<file path="src/hw/rtl/jsud_pkg.sv">
// shared types and codes for the json string unescape decoder
package jsud_pkg;

    // one input item: a raw text byte or an end-of-text marker
    typedef struct packed {
        logic [7:0] text_byte;
        logic       text_end;
    } t_in_item;

    // one result item as seen on the output channel
    typedef struct packed {
        logic [1:0] kind;
        logic [7:0] data_byte;
        logic [1:0] error_code;
        logic       last_of_run;
    } t_out_item;

    // result kinds
    localparam logic [1:0] KIND_BYTE = 2'd0;
    localparam logic [1:0] KIND_DONE = 2'd1;
    localparam logic [1:0] KIND_ERR  = 2'd2;

    // error codes
    localparam logic [1:0] ERR_QUOTE   = 2'd0;
    localparam logic [1:0] ERR_UNICODE = 2'd1;
    localparam logic [1:0] ERR_ESCAPE  = 2'd2;
    localparam logic [1:0] ERR_UNTERM  = 2'd3;

    localparam int unsigned MAX_RUN = 3;

    typedef enum logic [1:0] {
        MODE_WAIT = 2'd0,
        MODE_STR  = 2'd1,
        MODE_ESC  = 2'd2,
        MODE_HEX  = 2'd3
    } t_mode;

    typedef struct packed {
        t_mode       mode;
        logic [1:0]  hex_count;
        logic [15:0] code_point;
        logic        hex_stopped;
    } t_state;

    // one result without its position in the run
    typedef struct packed {
        logic [1:0] kind;
        logic [7:0] data_byte;
        logic [1:0] error_code;
    } t_res;

    // all results caused by one input item
    typedef struct packed {
        logic [1:0]             count;
        t_res [MAX_RUN-1:0]     res;
    } t_run;

endpackage

</file>
<file path="src/hw/rtl/json_string_unescape_decoder.sv">
// top level of the json string unescape decoder
//
// input channel: one item per byte of a json string token, starting at its
// opening quote; an item with text_end set marks the end of the text
// output channel: decoded bytes, a done item at the closing quote, or an
// error item; last_of_run marks the final result caused by one input item
// each input item is decoded in the cycle it is accepted, against the
// registered decoder state, and its zero to three results land in a run
// buffer; the first result is shown in the cycle after acceptance
// throughput: one input item per cycle while each item gives at most one
// result and the output is not stalled; a \u escape that encodes to two
// or three utf-8 bytes holds the input while the run buffer drains
// a new item is taken in the same cycle the last result of the previous run
// leaves, so there is no bubble between runs
// stall on the output holds the shown result and, once the buffer is full,
// raises stall on the input
// reset (synchronous, active low) empties the run buffer and returns the
// decoder to waiting for an opening quote
module json_string_unescape_decoder (
    input  logic                i_clk,
    input  logic                i_rst_n,
    input  logic                i_in_valid,
    output logic                o_in_stall,
    input  jsud_pkg::t_in_item  i_in_item,
    output logic                o_out_valid,
    input  logic                i_out_stall,
    output jsud_pkg::t_out_item o_out_item
);
    import jsud_pkg::*;

    // decoder state
    t_state     r_state;
    t_state     n_state;
    // run buffer: results of one item, count and read position
    t_run       r_run;
    t_run       step_run;
    logic [1:0] r_cnt;
    logic [1:0] r_idx;

    logic       out_take;
    logic       run_last;
    logic       buf_free;
    logic       in_accept;
    t_res       cur_res;

    jsud_step u_step (
        .i_state (r_state),
        .i_item  (i_in_item),
        .o_state (n_state),
        .o_run   (step_run)
    );

    // handshake bookkeeping
    assign o_out_valid = (r_cnt != 2'd0);
    assign out_take    = o_out_valid && !i_out_stall;
    assign run_last    = (r_idx == r_cnt - 2'd1);
    // buffer can take a new run when empty or when its last result leaves now
    assign buf_free    = !o_out_valid || (out_take && run_last);
    assign o_in_stall  = !buf_free;
    assign in_accept   = i_in_valid && buf_free;

    // pick the result at the read position
    always_comb begin
        case (r_idx)
            2'd0:    cur_res = r_run.res[0];
            2'd1:    cur_res = r_run.res[1];
            2'd2:    cur_res = r_run.res[2];
            default: cur_res = r_run.res[0];
        endcase
    end

    assign o_out_item = '{cur_res.kind, cur_res.data_byte, cur_res.error_code, run_last};

    // control: decoder state, count, position
    always_ff @(posedge i_clk) begin
        if (!i_rst_n) begin
            r_state <= '{MODE_WAIT, 2'd0, 16'h0000, 1'b0};
            r_cnt   <= 2'd0;
            r_idx   <= 2'd0;
        end else if (in_accept) begin
            r_state <= n_state;
            r_cnt   <= step_run.count;
            r_idx   <= 2'd0;
        end else if (out_take) begin
            if (run_last) begin
                r_cnt <= 2'd0;
                r_idx <= 2'd0;
            end else begin
                r_idx <= r_idx + 2'd1;
            end
        end
    end

    // payload: results of the accepted item
    always_ff @(posedge i_clk) begin
        if (in_accept) begin
            r_run <= step_run;
        end
    end

endmodule

</file>
<file path="src/hw/rtl/jsud_step.sv">
// combinational decode of one input item against the current decoder state
module jsud_step (
    input  jsud_pkg::t_state   i_state,
    input  jsud_pkg::t_in_item i_item,
    output jsud_pkg::t_state   o_state,
    output jsud_pkg::t_run     o_run
);
    import jsud_pkg::*;

    logic [7:0]  c;
    logic        hex_ok;
    logic [3:0]  hex_val;
    logic [15:0] cp_next;

    assign c = i_item.text_byte;

    // hex digit value of the current byte, either case
    always_comb begin
        hex_ok  = 1'b1;
        hex_val = 4'd0;
        if (c inside {[8'h30:8'h39]}) begin
            hex_val = c[3:0];
        end else if (c inside {[8'h61:8'h66], [8'h41:8'h46]}) begin
            hex_val = c[3:0] + 4'd9;
        end else begin
            hex_ok = 1'b0;
        end
    end

    assign cp_next = (i_state.hex_stopped || !hex_ok) ? i_state.code_point
                                                      : {i_state.code_point[11:0], hex_val};

    always_comb begin
        o_state = i_state;
        o_run   = '0;
        case (i_state.mode)
            MODE_WAIT: begin
                if (!i_item.text_end && c == 8'h22) begin
                    o_state.mode = MODE_STR;
                end else begin
                    o_run.count  = 2'd1;
                    o_run.res[0] = '{KIND_ERR, 8'h00, ERR_QUOTE};
                end
            end
            MODE_STR: begin
                if (i_item.text_end) begin
                    o_state.mode = MODE_WAIT;
                    o_run.count  = 2'd1;
                    o_run.res[0] = '{KIND_ERR, 8'h00, ERR_UNTERM};
                end else if (c == 8'h22) begin
                    o_state.mode = MODE_WAIT;
                    o_run.count  = 2'd1;
                    o_run.res[0] = '{KIND_DONE, 8'h00, ERR_QUOTE};
                end else if (c == 8'h5C) begin
                    o_state.mode = MODE_ESC;
                end else begin
                    o_run.count  = 2'd1;
                    o_run.res[0] = '{KIND_BYTE, c, ERR_QUOTE};
                end
            end
            MODE_ESC: begin
                if (i_item.text_end) begin
                    o_state.mode = MODE_WAIT;
                    o_run.count  = 2'd1;
                    o_run.res[0] = '{KIND_ERR, 8'h00, ERR_UNTERM};
                end else begin
                    o_state.mode = MODE_STR;
                    o_run.count  = 2'd1;
                    case (c)
                        8'h22, 8'h5C, 8'h2F: o_run.res[0] = '{KIND_BYTE, c, ERR_QUOTE};
                        8'h6E: o_run.res[0] = '{KIND_BYTE, 8'h0A, ERR_QUOTE};
                        8'h72: o_run.res[0] = '{KIND_BYTE, 8'h0D, ERR_QUOTE};
                        8'h74: o_run.res[0] = '{KIND_BYTE, 8'h09, ERR_QUOTE};
                        8'h62: o_run.res[0] = '{KIND_BYTE, 8'h08, ERR_QUOTE};
                        8'h66: o_run.res[0] = '{KIND_BYTE, 8'h0C, ERR_QUOTE};
                        8'h75: begin
                            o_state.mode        = MODE_HEX;
                            o_state.hex_count   = 2'd0;
                            o_state.code_point  = 16'h0000;
                            o_state.hex_stopped = 1'b0;
                            o_run.count         = 2'd0;
                        end
                        default: begin
                            o_state.mode = MODE_WAIT;
                            o_run.res[0] = '{KIND_ERR, 8'h00, ERR_ESCAPE};
                        end
                    endcase
                end
            end
            MODE_HEX: begin
                if (i_item.text_end) begin
                    o_state.mode = MODE_WAIT;
                    o_run.count  = 2'd1;
                    o_run.res[0] = '{KIND_ERR, 8'h00, ERR_UNICODE};
                end else begin
                    o_state.code_point  = cp_next;
                    o_state.hex_stopped = i_state.hex_stopped | ~hex_ok;
                    if (i_state.hex_count != 2'd3) begin
                        o_state.hex_count = i_state.hex_count + 2'd1;
                    end else begin
                        o_state.hex_count = 2'd0;
                        o_state.mode      = MODE_STR;
                        // utf-8 encode, one to three bytes
                        if (cp_next[15:7] == '0) begin
                            o_run.count  = 2'd1;
                            o_run.res[0] = '{KIND_BYTE, cp_next[7:0], ERR_QUOTE};
                        end else if (cp_next[15:11] == '0) begin
                            o_run.count  = 2'd2;
                            o_run.res[0] = '{KIND_BYTE, {3'b110, cp_next[10:6]}, ERR_QUOTE};
                            o_run.res[1] = '{KIND_BYTE, {2'b10, cp_next[5:0]}, ERR_QUOTE};
                        end else begin
                            o_run.count  = 2'd3;
                            o_run.res[0] = '{KIND_BYTE, {4'b1110, cp_next[15:12]}, ERR_QUOTE};
                            o_run.res[1] = '{KIND_BYTE, {2'b10, cp_next[11:6]}, ERR_QUOTE};
                            o_run.res[2] = '{KIND_BYTE, {2'b10, cp_next[5:0]}, ERR_QUOTE};
                        end
                    end
                end
            end
            default: begin
                o_state = i_state;
            end
        endcase
    end

endmodule

</file>
<file path="config.mk">
export PLATFORM = sky130hd
export DESIGN_NAME = json_string_unescape_decoder
export DESIGN_NICKNAME = d
export VERILOG_FILES = /design/src/hw/rtl/jsud_pkg.sv /design/src/hw/rtl/json_string_unescape_decoder.sv /design/src/hw/rtl/jsud_step.sv
export SDC_FILE = /design/constraint.sdc
export NUM_CORES = 1
export LEC_CHECK = 0
export BUFFER_PORTS_ARGS = -buffer_cell sky130_fd_sc_hd__buf_2
export CAP_MARGIN = 15
export CELL_PAD_IN_SITES_DETAIL_PLACEMENT = 1
export CELL_PAD_IN_SITES_GLOBAL_PLACEMENT = 1
export CORE_MARGIN = 2
export CORE_UTILIZATION = 46
export CTS_CLUSTER_SIZE = 30
export DETAILED_ROUTE_END_ITERATION = 10
export PLACE_DENSITY_LB_ADDON = 0.1
export REMOVE_ABC_BUFFERS = 1
export SYNTH_ARGS = -nofsm -noshare
export SYNTH_HDL_FRONTEND = slang
export SYNTH_SLANG_ARGS = --single-unit
</file>
<file path="constraint.sdc">
create_clock -name i_clk -period 3.65 [get_ports i_clk]
set_clock_uncertainty 0.2 [all_clocks]
set_input_delay 0.73 -clock i_clk [delete_from_list [all_inputs] [get_ports i_clk]]
set_output_delay 0.73 -clock i_clk [all_outputs]
set_load 0.05 [all_outputs]
</file>
=== Yosys cells after proc, flatten, opt, wreduce, memory -nomap -nowiden ===
Index checks and enable logic that the tools add are counted.

* Output and inout port bits: 15
* Bits in registers: 61
* Input port bits: 13
* Word-level logic and storage cells: 129

* Mux-type cells: 47
* Reduce and logical (&&, ||, !) cells: 30
* Equal/unequal tests: 22
* Add/subtract/negate cells: 4
* Magnitude comparators: 6
* Bitwise logic cells: 4

{| class="wikitable"
|+ Operator list
! kind !! number
|-
| case mux 12 bit (7 select lines) || 1
|-
| two-way mux 12 bit || 6
|-
| two-way mux 19 bit || 3
|-
| == test 8 x 7 -> 1 bit (second input constant) || 7
|-
| case mux 12 bit (4 select lines) || 1
|-
| two-way mux 38 bit || 1
|-
| case mux 19 bit (2 select lines) || 1
|-
| two-way mux 2 bit || 17
|-
| two-way mux 24 bit || 1
|-
| case mux 12 bit (2 select lines) || 1
|-
| two-way mux 10 bit || 2
|-
| two-way mux 20 bit || 1
|-
| == test 8 x 6 -> 1 bit (second input constant) || 2
|-
| >= comparator 8 x 7 -> 1 bit (second input constant) || 2
|-
| <= comparator 8 x 7 -> 1 bit (second input constant) || 2
|-
| two-way mux 16 bit || 1
|-
| case mux 2 bit (4 select lines) || 2
|-
| nonzero test 2 bit || 5
|-
| logical NOT 9 bit || 1
|-
| >= comparator 8 x 6 -> 1 bit (second input constant) || 1
|-
| <= comparator 8 x 6 -> 1 bit (second input constant) || 1
|-
| two-way mux 4 bit || 2
|-
| inequality test 2 bit (second input constant) || 4
|-
| OR reduction 8 bit || 1
|-
| other kinds (25) || 47
|}

=== Depth between registers and ports, before layout ===
Gate-level depths: netlist of run 1.

* Depth in word-level cells: 15
* Mapped depth: 10
* Mapped depth without buffers: 8

=== Cells and area by module ===
From an unflattened synthesis of run 1, not the netlist that was laid out.

* Cells, all modules: 481
* Area total of the unflattened synthesis: 4162.7 um^2

{| class="wikitable"
|+ Modules (own cells, without submodules)
! module !! sequential area each (um^2) !! area each (um^2) !! cells an instance !! instances
|-
| json_string_unescape_decoder || 1581.5 || 2453.6 || 206 || 1
|-
| jsud_step || 0.0 || 1709.1 || 275 || 1
|}

=== Least setup slack after synthesis of run 1 ===
No wires, ideal clock.

* Kind: input-to-reg
* From: input port i_in_item[4] (netlist bit)
* To: register r_run[3] (netlist bit), data pin
* Slack: 0.588 ns
* Stages: 8
* Arrival time: 2.601 ns
* Library setup time: 0.261 ns
* Path buffers: 2
* Data required time: 3.189 ns
* Path through: buf_2 > and2_4 > or4_4 > and2_4 > buf_6 > or3_1 > o2bb2ai_1 > a221o_1

{| class="wikitable"
|+ RTL lines
! what !! RTL line !! text
|-
| start, declared || json_string_unescape_decoder.sv:24 || <nowiki>input jsud_pkg::t_in_item i_in_item,</nowiki>
|-
| end signal, assigned || json_string_unescape_decoder.sv:97 || <nowiki>r_run <= step_run;</nowiki>
|-
| end, declared || json_string_unescape_decoder.sv:35 || <nowiki>t_run r_run;</nowiki>
|}

=== Worst setup path in the final report of run 1 ===
* From: input port i_in_item[1] (netlist bit)
* To: register r_run[15] (netlist bit), data pin

* Word-level cells in the longest chain between the ends: 10
* Elaborated cells on any way between the ends: 22
* Those cells by class: add/sub: 1; order compare: 6; mux: 6; reduce/logical: 9

{| class="wikitable"
|+ Ends and longest elaborated chain
! what !! RTL line !! text
|-
| >= comparator 8 x 7 -> 1 bit or <= comparator 8 x 7 -> 1 bit (tied branches) || jsud_step.sv:23 || <nowiki>end else if (c inside {[8'h61:8'h66], [8'h41:8'h46]}) begin</nowiki>
|-
| logical AND 1 bit || jsud_step.sv:23 ||
|-
| nonzero test 2 bit || jsud_step.sv:23 ||
|-
| two-way mux 1 bit || jsud_step.sv:23 ||
|-
| two-way mux 1 bit || jsud_step.sv:21 || <nowiki>if (c inside {[8'h30:8'h39]}) begin</nowiki>
|-
| logical NOT 1 bit || jsud_step.sv:30 || <nowiki>assign cp_next = (i_state.hex_stopped || !hex_ok) ? i_state.code_point</nowiki>
|-
| logical OR 1 bit || jsud_step.sv:30 ||
|-
| two-way mux 16 bit (*) || jsud_step.sv:30 ||
|-
| logical NOT 9 bit or logical NOT 5 bit (tied branches) || jsud_step.sv:104, jsud_step.sv:107 ||
|-
| OR reduction 4 bit (no line) or two-way mux 20 bit (tied branches) || -- ||
|}

Mark *: on every way between the ends. The rest lies on a longest branch, timed or not.
A chain may end at the register's enable or synchronous reset.

==> results of run 1 <==
[final timing paths]
check	slack, ns	to	depth (start not counted)	startpoint
worst min-delay path	0.29	r_state[16]$_SDFFE_PN0P_	1	r_state[16]$_SDFFE_PN0P_
worst max register to register	0.85	r_run[5]$_DFFE_PP_	7	r_state[19]$_SDFFE_PN0P_
worst min register to register	0.29	r_state[16]$_SDFFE_PN0P_	1	r_state[16]$_SDFFE_PN0P_
worst max-delay path	0.51	r_run[15]$_SDFFCE_PP0P_	9	i_in_item[1]
[cell usage after synthesis, drive strengths merged (2+ instances only)]
cell type and count:
nand4b 2, a221o 2, or3 9, a22oi 8, nand2b 5, dfxtp 25
and2 8, or4 5, nor3 15, or2 2, a32o 7, o31ai 12
nand3b 2, nand2 40, o21ai 27, inv 15, nor3b 2, a31o 2
a311oi 4, o22a 2, xnor2 4, nor2 27, a21oi 26, and3 3
buf 9, nor4b 3, edfxtp 26, clkbuf 19, nor2b 4, o21bai 2
ha 13, nor4 8, mux2i 10, nand3 15, o21a 4
[state kept, by name (all words and copies together), names as in the netlist]
register and flops:
r_cnt 2, r_state 21, r_run 26, r_idx 2
[final cells by class]
type | count | area (sq um) | share of cell area
tap | 99 | 124 | 0.0337
sequential | 51 | 1280 | 0.349
inverter | 15 | 56.3 | 0.0153
timing repair buffer | 34 | 188 | 0.0511
clock buffer | 5 | 68.8 | 0.0187
multi-input combinational | 297 | 1930 | 0.525
clock inverter | 3 | 28.8 | 0.00783
[cell usage in the layout, fill, tap and decap left out, types with 5 or more instances in the layout]
| cell | instances |
|---|---|
| a21oi_1 | 25 |
| a22oi_1 | 8 |
| a32o_1 | 7 |
| and2_1 | 6 |
| buf_2 | 27 |
| buf_4 | 7 |
| clkbuf_8 | 5 |
| dfxtp_1 | 25 |
| edfxtp_1 | 26 |
| ha_1 | 13 |
| inv_1 | 15 |
| mux2i_1 | 10 |
| nand2_1 | 40 |
| nand2b_1 | 5 |
| nand3_1 | 15 |
| nor2_1 | 27 |
| nor3_1 | 15 |
| nor4_1 | 7 |
| o21ai_0 | 27 |
| o31ai_1 | 12 |
| or3_1 | 9 |
[kinds of logic after synthesis]
logic type | share of synthesized area
XOR/XNOR | 0.0104
adder cells (fa/ha/maj) | 0.0481
multiplexers | 0.0340
AO/OA/AOI/OAI | 0.227
buffers and inverters | 0.0529
flip-flops | 0.379
AND/OR/NAND/NOR | 0.249
[worst reg2reg max path: cells and delay by family, from the launching register on]
kind	cells	cell delay, ns
simple gates	3	1.05
flops	1	0.41
compound gates	2	0.38
fa+ha+maj	1	0.37
buf+inv	1	0.20
[per-stage QoR]
step                      setup WS (ns)  std cells  hold WS [ns]
after floorplan                   0.415        363         0.242
after global placement            0.315        496         0.251
after detailed placement          0.207        496         0.272
after CTS                         0.527        504         0.296
after global routing              0.349        504         0.320
final                             0.505        504         0.287
[power groups by stage]
| stage | sequential (mW) | clock (mW) | combinational (mW) |
|---|---|---|---|
| final | 0.623 | 0.355 | 0.167 |
| after global routing | 0.624 | 0.381 | 0.182 |
| after CTS | 0.623 | 0.361 | 0.167 |
| after detailed placement | 0.636 | 0 | 0.167 |
| after global placement | 0.636 | 0 | 0.163 |
| after floorplan | 0.634 | 0 | 0.110 |
[routing by layer]
layer  track usage  vias to the layer above  wire (um)
met5             0                        -          0
met4        0.0590                        0        138
met3        0.0293                       10        418
met2         0.408                       80       4520
met1         0.347                     1542       4620
li1              -                     1493          -
==> flow_metrics.env, run 1 <==
export IMPL_dr_total_vias=3125
export IMPL_cts_resized_gates=0
export IMPL_p_clk_frac=0.310
export IMPL_min_period_ns=3.14
export IMPL_grt_max_degree=30
export IMPL_synth_edf_count=26
export IMPL_clock_fmax_mhz=318
export IMPL_p_switching_mw=0.337
export IMPL_synth_seq_cells=51
export IMPL_internal_power_mw=0.807
export IMPL_cts_sinks=51
export IMPL_start_kind="primary input"
export IMPL_synthCells=391
export IMPL_cp_end_kind="flip-flop"
export IMPL_synth_top_area_frac=0.231
export IMPL_track_usage=0.247
export IMPL_drc=0
export IMPL_cts_hold_buf=0
export IMPL_crit_type="primary input to flip-flop"
export IMPL_cap_viol_max_count=0
export IMPL_finalCritPeriodShare=0.862
export IMPL_yosysSeqAreaShare=0.379
export IMPL_grt_pass1_vias=3132
export IMPL_n_fill_cell=878
export IMPL_place_gp_congestion=0.888
export IMPL_wirelength_mm=9.69
export IMPL_die_area_sq_um=8050
export IMPL_root_buffer="clkbuf_8"
export IMPL_gr_total_overflow=0
export IMPL_slew_headroom=0.511
export IMPL_setup_viol=0
export IMPL_port_buffers=27
export IMPL_outcome="finished, final reports clean"
export IMPL_drive_gt1_frac=0.136
export IMPL_async_reset_ff_frac=0
export IMPL_rsz0062_at_grt="false"
export IMPL_drt_pre_antenna_iters=4
export IMPL_synth_warnings=0
export IMPL_netlist_area_sq_um=3380
export IMPL_cts_buffers=5
export IMPL_cp_cell_sequence="buf_2, inv_1, ha_1, or3b_2, nand4b_1, and2_4, mux2_4, or4b_1, o31ai_1"
export IMPL_fin_nets=430
export IMPL_clk_pin_slew_worst_paths_ns=0.11
export IMPL_cts_tree="yes"
export IMPL_grt_antenna_before_repair=0
export IMPL_dpl_hpwl_mm=7.22
export IMPL_sw_frac_of_total=0.295
export IMPL_seqPwrFrac=0.544
export IMPL_fin_util=0.512
export IMPL_synth_top_area_cell="edfxtp_1"
export IMPL_p_total_mw=1.14
export IMPL_pwr_share_comb=0.146
export IMPL_path_delay_family="simple AND/OR/NAND/NOR gates"
export IMPL_cpPeakStageDelay_ns=0.48
export IMPL_slowest_stage="or4b_1"
export IMPL_hp_class="flip-flop to flip-flop"
export IMPL_cts_setup_buffers=0
export IMPL_worstPathRequired_ns=3.60
export IMPL_rows=31
export IMPL_via_per_inst=6.20
export IMPL_htreeDepth=2
export IMPL_tightest_slew_ns=0.733
export IMPL_power_density_nw_per_um2=311
export IMPL_yosysUniqueCellTypes=66
export IMPL_cts_buffer_depth=2
export IMPL_die_y_um=89.7
export IMPL_worst_path_buf_inv=2
export IMPL_ys_flop_type="edfxtp_1"
export IMPL_leakagePower_nw=1.30
export IMPL_synthTopCellsByArea="edfxtp_1 23%, dfxtp_1 15%, ha_1 4.8%, nand2_1 4.4%, o21ai_0 4.0%"
export IMPL_area_growth_pct=8.66
export IMPL_hold_viol_final=0
export IMPL_setup_tns_ns=0
export IMPL_core_area_sq_um=7180
export IMPL_path_max_fanout=20
export IMPL_vdd_drop_max_uv=124
export IMPL_final_antenna_net_count=0
export IMPL_avgSynthCellArea_sq_um=8.65
export IMPL_insertion_delay_ns=0.31
export IMPL_boundaryPins=28
export IMPL_final_area_sq_um=3670
export IMPL_arrival_ns=3.10
export IMPL_n_antenna_cell=0
export IMPL_place_area_sq_um=3580
export IMPL_start_util=0.471
export IMPL_initialDrtViolationCount=183
export IMPL_grt_pass1_wl_mm=16.3
export IMPL_routedWlPerCell_um=19.2
export IMPL_die_w_um=89.7
export IMPL_drv_slew=0
Note: power is estimated with default switching activity, not from simulation.
==> inputs of run 2 (changes only) <==
--- a/config.mk
+++ b/config.mk
@@ -6,7 +6,6 @@
 export NUM_CORES = 1
 export LEC_CHECK = 0
 export BUFFER_PORTS_ARGS = -buffer_cell sky130_fd_sc_hd__buf_2
-export CAP_MARGIN = 15
 export CELL_PAD_IN_SITES_DETAIL_PLACEMENT = 1
 export CELL_PAD_IN_SITES_GLOBAL_PLACEMENT = 1
 export CORE_MARGIN = 2
@@ -14,7 +13,6 @@
 export CTS_CLUSTER_SIZE = 30
 export DETAILED_ROUTE_END_ITERATION = 10
 export PLACE_DENSITY_LB_ADDON = 0.1
-export REMOVE_ABC_BUFFERS = 1
 export SYNTH_ARGS = -nofsm -noshare
 export SYNTH_HDL_FRONTEND = slang
 export SYNTH_SLANG_ARGS = --single-unit
==> flow_metrics.env, run 2 (synthesized netlist as in run 1, its figures left out) <==
export IMPL_outcome="finished, final reports clean"
export IMPL_final_area_sq_um=3680
export IMPL_rsz0062_at_grt="false"
export IMPL_dpl_hpwl_mm=7.30
export IMPL_start_util=0.471
export IMPL_hold_ws_ns=0.281
export IMPL_setup_tns_ns=0
export IMPL_r2r_end="r_run[5]$_DFFE_PP_"
export IMPL_dr_total_vias=3062
export IMPL_hp_class="flip-flop to flip-flop"
export IMPL_final_cells=505
export IMPL_grt_pass1_vias=3070
export IMPL_insertion_delay_ns=0.32
export IMPL_slew_headroom=0.600
export IMPL_clk_pin_slew_worst_paths_ns=0.12
export IMPL_grt_pass1_wl_mm=16.2
export IMPL_port_buffers=27
export IMPL_drc=0
export IMPL_worstPathRequired_ns=3.59
export IMPL_vdd_drop_max_uv=164
export IMPL_layout_setup_ws_ns=0.515
export IMPL_cts_sinks=51
export IMPL_htreeDepth=2
export IMPL_leakagePower_nw=1.30
export IMPL_die_area_sq_um=8050
export IMPL_finalCritPeriodShare=0.859
export IMPL_reg_top3="r_run: 26 flops, r_state: 21 flops"
export IMPL_dp_slack_ns=0.217
export IMPL_clock_fmax_mhz=319
export IMPL_track_usage=0.244
export IMPL_r2r_slack_ns=0.73
export IMPL_arrival_ns=3.08
export IMPL_cts_tree="yes"
export IMPL_hold_viol_final=0
export IMPL_rows=31
export IMPL_die_w_um=89.7
export IMPL_r2r_cells=7
export IMPL_final_antenna_net_count=0
export IMPL_r2r_start="r_state[20]$_SDFFE_PN0P_"
export IMPL_grt_antenna_before_repair=0
export IMPL_min_period_ns=3.14
export IMPL_drv_slew=0
export IMPL_fin_util=0.513
export IMPL_area_growth_pct=8.88
export IMPL_fin_nets=431
export IMPL_cts_buffers=5
export IMPL_crit_type="primary input to flip-flop"
export IMPL_cts_resized_gates=0
export IMPL_power_density_nw_per_um2=311
export IMPL_cp_end_kind="flip-flop"
export IMPL_boundaryPins=28
export IMPL_die_y_um=89.7
export IMPL_p_total_mw=1.14
export IMPL_largest_reg_flops=26
export IMPL_layout_commonest_cell="nand2_1"
export IMPL_hold_start="r_state[16]$_SDFFE_PN0P_"
export IMPL_synth_nets=417
export IMPL_min_to="r_state[16]$_SDFFE_PN0P_"
export IMPL_setup_viol=0
export IMPL_layout_common_cells="40 x nand2_1, 27 x nor2_1, 27 x o21ai_0, 27 x buf_2, 26 x edfxtp_1"
export IMPL_place_area_sq_um=3580
export IMPL_initialDrtViolationCount=181
export IMPL_start_kind="primary input"
export IMPL_via_per_inst=6.06
export IMPL_n_antenna_cell=0
export IMPL_path_max_fanout=20
export IMPL_hold_depth=1
export IMPL_cts_buffer_depth=2
export IMPL_root_buffer="clkbuf_8"
export IMPL_wirelength_mm=9.69
export IMPL_largest_register="r_run"
export IMPL_cts_setup_buffers=0
export IMPL_dp_cells=497
export IMPL_grt_max_degree=30
export IMPL_drt_pre_antenna_iters=4
export IMPL_core_area_sq_um=7180
export IMPL_cts_hold_buf=0
export IMPL_drive_gt1_frac=0.138
export IMPL_tightest_slew_ns=0.594
export IMPL_cap_viol_max_count=0
export IMPL_gr_total_overflow=0
export IMPL_place_gp_congestion=0.912
export IMPL_routedWlPerCell_um=19.2
run 2: per-layer routing:
metal / track usage / wire length, um / up-vias
li1: - / - / 1491
met1: 0.337 / 4610 / 1479
met2: 0.408 / 4470 / 78
met3: 0.0344 / 432 / 14
met4: 0.0590 / 185 / 0
met5: 0 / 0 / -
run 2: area by class of cell:
| cell class | count | area (sq um) |
|---|---|---|
| repair buffers | 35 | 195 |
| clock buffers | 5 | 68.8 |
| flip-flops and latches | 51 | 1280 |
| clock inverters | 3 | 28.8 |
| inverters | 15 | 56.3 |
| multi-input cells | 297 | 1930 |
| well taps | 99 | 124 |
| fillers | 870 | 3490 |
run 2: worst max path at each step:
| stage | cells past startpoint | from | to |
|---|---|---|---|
| global placement | 9 | i_in_item[2] | r_run[15]$_SDFFCE_PP0P_ |
| finish | 9 | i_in_item[1] | r_run[15]$_SDFFCE_PP0P_ |
| detailed placement | 9 | i_in_item[1] | r_run[15]$_SDFFCE_PP0P_ |
| floorplan | 8 | i_in_item[4] | r_run[3]$_DFFE_PP_ |
| CTS | 9 | i_in_item[1] | r_run[15]$_SDFFCE_PP0P_ |
| global route | 9 | i_in_item[1] | r_run[7]$_DFFE_PP_ |
run 2: worst max-delay path, stage by stage:
cell      delay (ns)
buf_2           0.14
inv_1           0.11
ha_1            0.22
or3b_2          0.45
nand4b_1        0.18
and2_4          0.32
mux2_4          0.37
or4b_1          0.48
o31ai_1         0.08
run 2: power breakdown:
part / total (mW) / leakage (nW) / internal (mW) / switching (mW)
combinational: 0.166 / 0.791 / 0.0471 / 0.119
clock: 0.356 / 0.0502 / 0.143 / 0.213
sequential: 0.623 / 0.459 / 0.617 / 0.00577
==> inputs of run 3 (changes only) <==
--- a/config.mk
+++ b/config.mk
@@ -12,6 +12,7 @@
 export CORE_UTILIZATION = 46
 export CTS_CLUSTER_SIZE = 30
 export DETAILED_ROUTE_END_ITERATION = 10
+export GPL_TIMING_DRIVEN = 0
 export PLACE_DENSITY_LB_ADDON = 0.1
 export SYNTH_ARGS = -nofsm -noshare
 export SYNTH_HDL_FRONTEND = slang
==> constraint.sdc (replaced) <==
create_clock -name i_clk -period 3.65 [get_ports i_clk]
set_clock_uncertainty 0.2 [all_clocks]
set_input_delay 0.73 -clock i_clk [delete_from_list [all_inputs] [get_ports i_clk]]
set_output_delay 0.73 -clock i_clk [all_outputs]
set_load 0.02 [all_outputs]
==> flow_metrics.env, run 3 (synthesized netlist as in run 1, its figures left out) <==
export IMPL_cap_viol_max_count=0
export IMPL_hold_depth=1
export IMPL_fin_util=0.519
export IMPL_root_buffer="clkbuf_8"
export IMPL_reg_top3="r_run: 26 flops, r_state: 21 flops"
export IMPL_core_area_sq_um=7180
export IMPL_setup_tns_ns=0
export IMPL_synth_nets=417
export IMPL_gr_total_overflow=0
export IMPL_outcome="finished, final reports clean"
export IMPL_p_total_mw=1.14
export IMPL_setup_viol=0
export IMPL_p_switching_mw=0.328
export IMPL_final_antenna_net_count=0
export IMPL_final_cells=523
export IMPL_p_clk_frac=0.324
export IMPL_power_density_nw_per_um2=305
export IMPL_place_area_sq_um=3630
export IMPL_worstPathRequired_ns=3.58
export IMPL_tightest_slew_ns=0.998
export IMPL_critPathLaunch="i_in_item[1]"
export IMPL_wirelength_mm=10.3
export IMPL_min_to="r_state[16]$_SDFFE_PN0P_"
export IMPL_layout_setup_ws_ns=0.335
export IMPL_cts_resized_gates=0
export IMPL_cts_hold_buf=0
export IMPL_r2r_end="r_cnt[1]$_SDFFE_PN0P_"
export IMPL_area_growth_pct=10.3
export IMPL_final_area_sq_um=3730
export IMPL_finalCritPeriodShare=0.908
export IMPL_grt_antenna_before_repair=0
export IMPL_dp_slack_ns=0.0399
export IMPL_leakagePower_nw=1.31
export IMPL_start_util=0.471
export IMPL_n_antenna_cell=0
export IMPL_internal_power_mw=0.809
export IMPL_min_period_ns=3.32
export IMPL_rows=31
export IMPL_grt_pass1_vias=3129
export IMPL_grt_max_degree=29
export IMPL_slew_headroom=0.334
export IMPL_vdd_drop_max_uv=173
export IMPL_crit_type="primary input to flip-flop"
export IMPL_clock_fmax_mhz=302
export IMPL_cp_end_kind="flip-flop"
export IMPL_hp_class="flip-flop to flip-flop"
export IMPL_track_usage=0.257
export IMPL_boundaryPins=28
export IMPL_drv_slew=0
export IMPL_htreeDepth=2
export IMPL_routedWlPerCell_um=19.8
export IMPL_path_max_fanout=10
export IMPL_die_w_um=89.7
export IMPL_sw_frac_of_total=0.289
export IMPL_drt_pre_antenna_iters=5
export IMPL_seqPwrFrac=0.549
export IMPL_cts_setup_buffers=0
export IMPL_dp_cells=515
export IMPL_insertion_delay_ns=0.32
export IMPL_drc=0
export IMPL_hold_ws_ns=0.283
export IMPL_hold_viol_final=0
export IMPL_r2r_slack_ns=0.48
export IMPL_layout_commonest_cell="nand2_1"
export IMPL_r2r_start="r_cnt[0]$_SDFFE_PN0P_"
export IMPL_clk_pin_slew_worst_paths_ns=0.11
export IMPL_pwr_share_comb=0.127
export IMPL_grt_pass1_wl_mm=16.8
export IMPL_die_y_um=89.7
export IMPL_die_area_sq_um=8050
export IMPL_cts_buffers=5
export IMPL_start_kind="primary input"
export IMPL_dr_total_vias=3238
export IMPL_via_per_inst=6.19
export IMPL_cts_tree="yes"
export IMPL_rsz0062_at_grt="false"
export IMPL_hold_start="r_state[16]$_SDFFE_PN0P_"
export IMPL_arrival_ns=3.25
export IMPL_largest_reg_flops=26
export IMPL_largest_register="r_run"
export IMPL_cts_buffer_depth=2
export IMPL_layout_common_cells="40 x nand2_1, 30 x buf_2, 27 x nor2_1, 27 x o21ai_0, 26 x edfxtp_1"
export IMPL_r2r_cells=9
export IMPL_port_buffers=25
export IMPL_fin_nets=449
export IMPL_initialDrtViolationCount=240
export IMPL_place_gp_congestion=0.891
export IMPL_dpl_hpwl_mm=7.84
export IMPL_cts_sinks=51
export IMPL_drive_gt1_frac=0.123
[run 3: cell count changes in the layout (fill, tap and decap cells not counted), sizes merged]
cell,before,now
clkbuf,5,24
buf,35,34
[run 3: worst max-delay path by stage]
stage / end / cells past startpoint
floorplan: r_run[3]$_DFFE_PP_ / 8
global placement: r_run[7]$_DFFE_PP_ / 10
detailed placement: r_run[14]$_SDFFCE_PP0P_ / 10
CTS: r_run[14]$_SDFFCE_PP0P_ / 10
global route: r_cnt[1]$_SDFFE_PN0P_ / 9
finish: r_run[14]$_SDFFCE_PP0P_ / 10
[run 3: critical path: stages]
cell and delay (ns):
buf_2 0.14, inv_1 0.14, ha_1 0.25, or3b_2 0.45
nand4b_1 0.19, and2_4 0.19, buf_6 0.14, mux2i_1 0.53
nand2_1 0.17, o31ai_1 0.29
[run 3: final cells by class]
type                            count  area, sq um
Clock inverter                      3         28.8
Buffer                             28          123
Sequential cell                    51         1280
Clock buffer                        5         68.8
Timing Repair Buffer               25          125
Multi-Input combinational cell    297         1920
Tap cell                           99          124
Inverter                           15         56.3
Fill cell                         888         3450
[run 3: power by group through the flow]
stage | clock [mW] | combinational [mW] | sequential (mW)
2_1_floorplan | 0 | 0.0957 | 0.634
3_3_place_gp | 0 | 0.139 | 0.635
3_5_place_dp | 0 | 0.143 | 0.637
4_1_cts | 0.369 | 0.144 | 0.624
5_1_grt | 0.390 | 0.157 | 0.626
6_report | 0.369 | 0.144 | 0.624
[run 3: layer usage]
layer	share of wire	vias up	track usage
met2	0.49	93	0.443
met1	0.46	1604	0.358
met3	0.050	6	0.0260
met5	0	-	0
li1	-	1535	-
met4	0.0066	0	0.0410
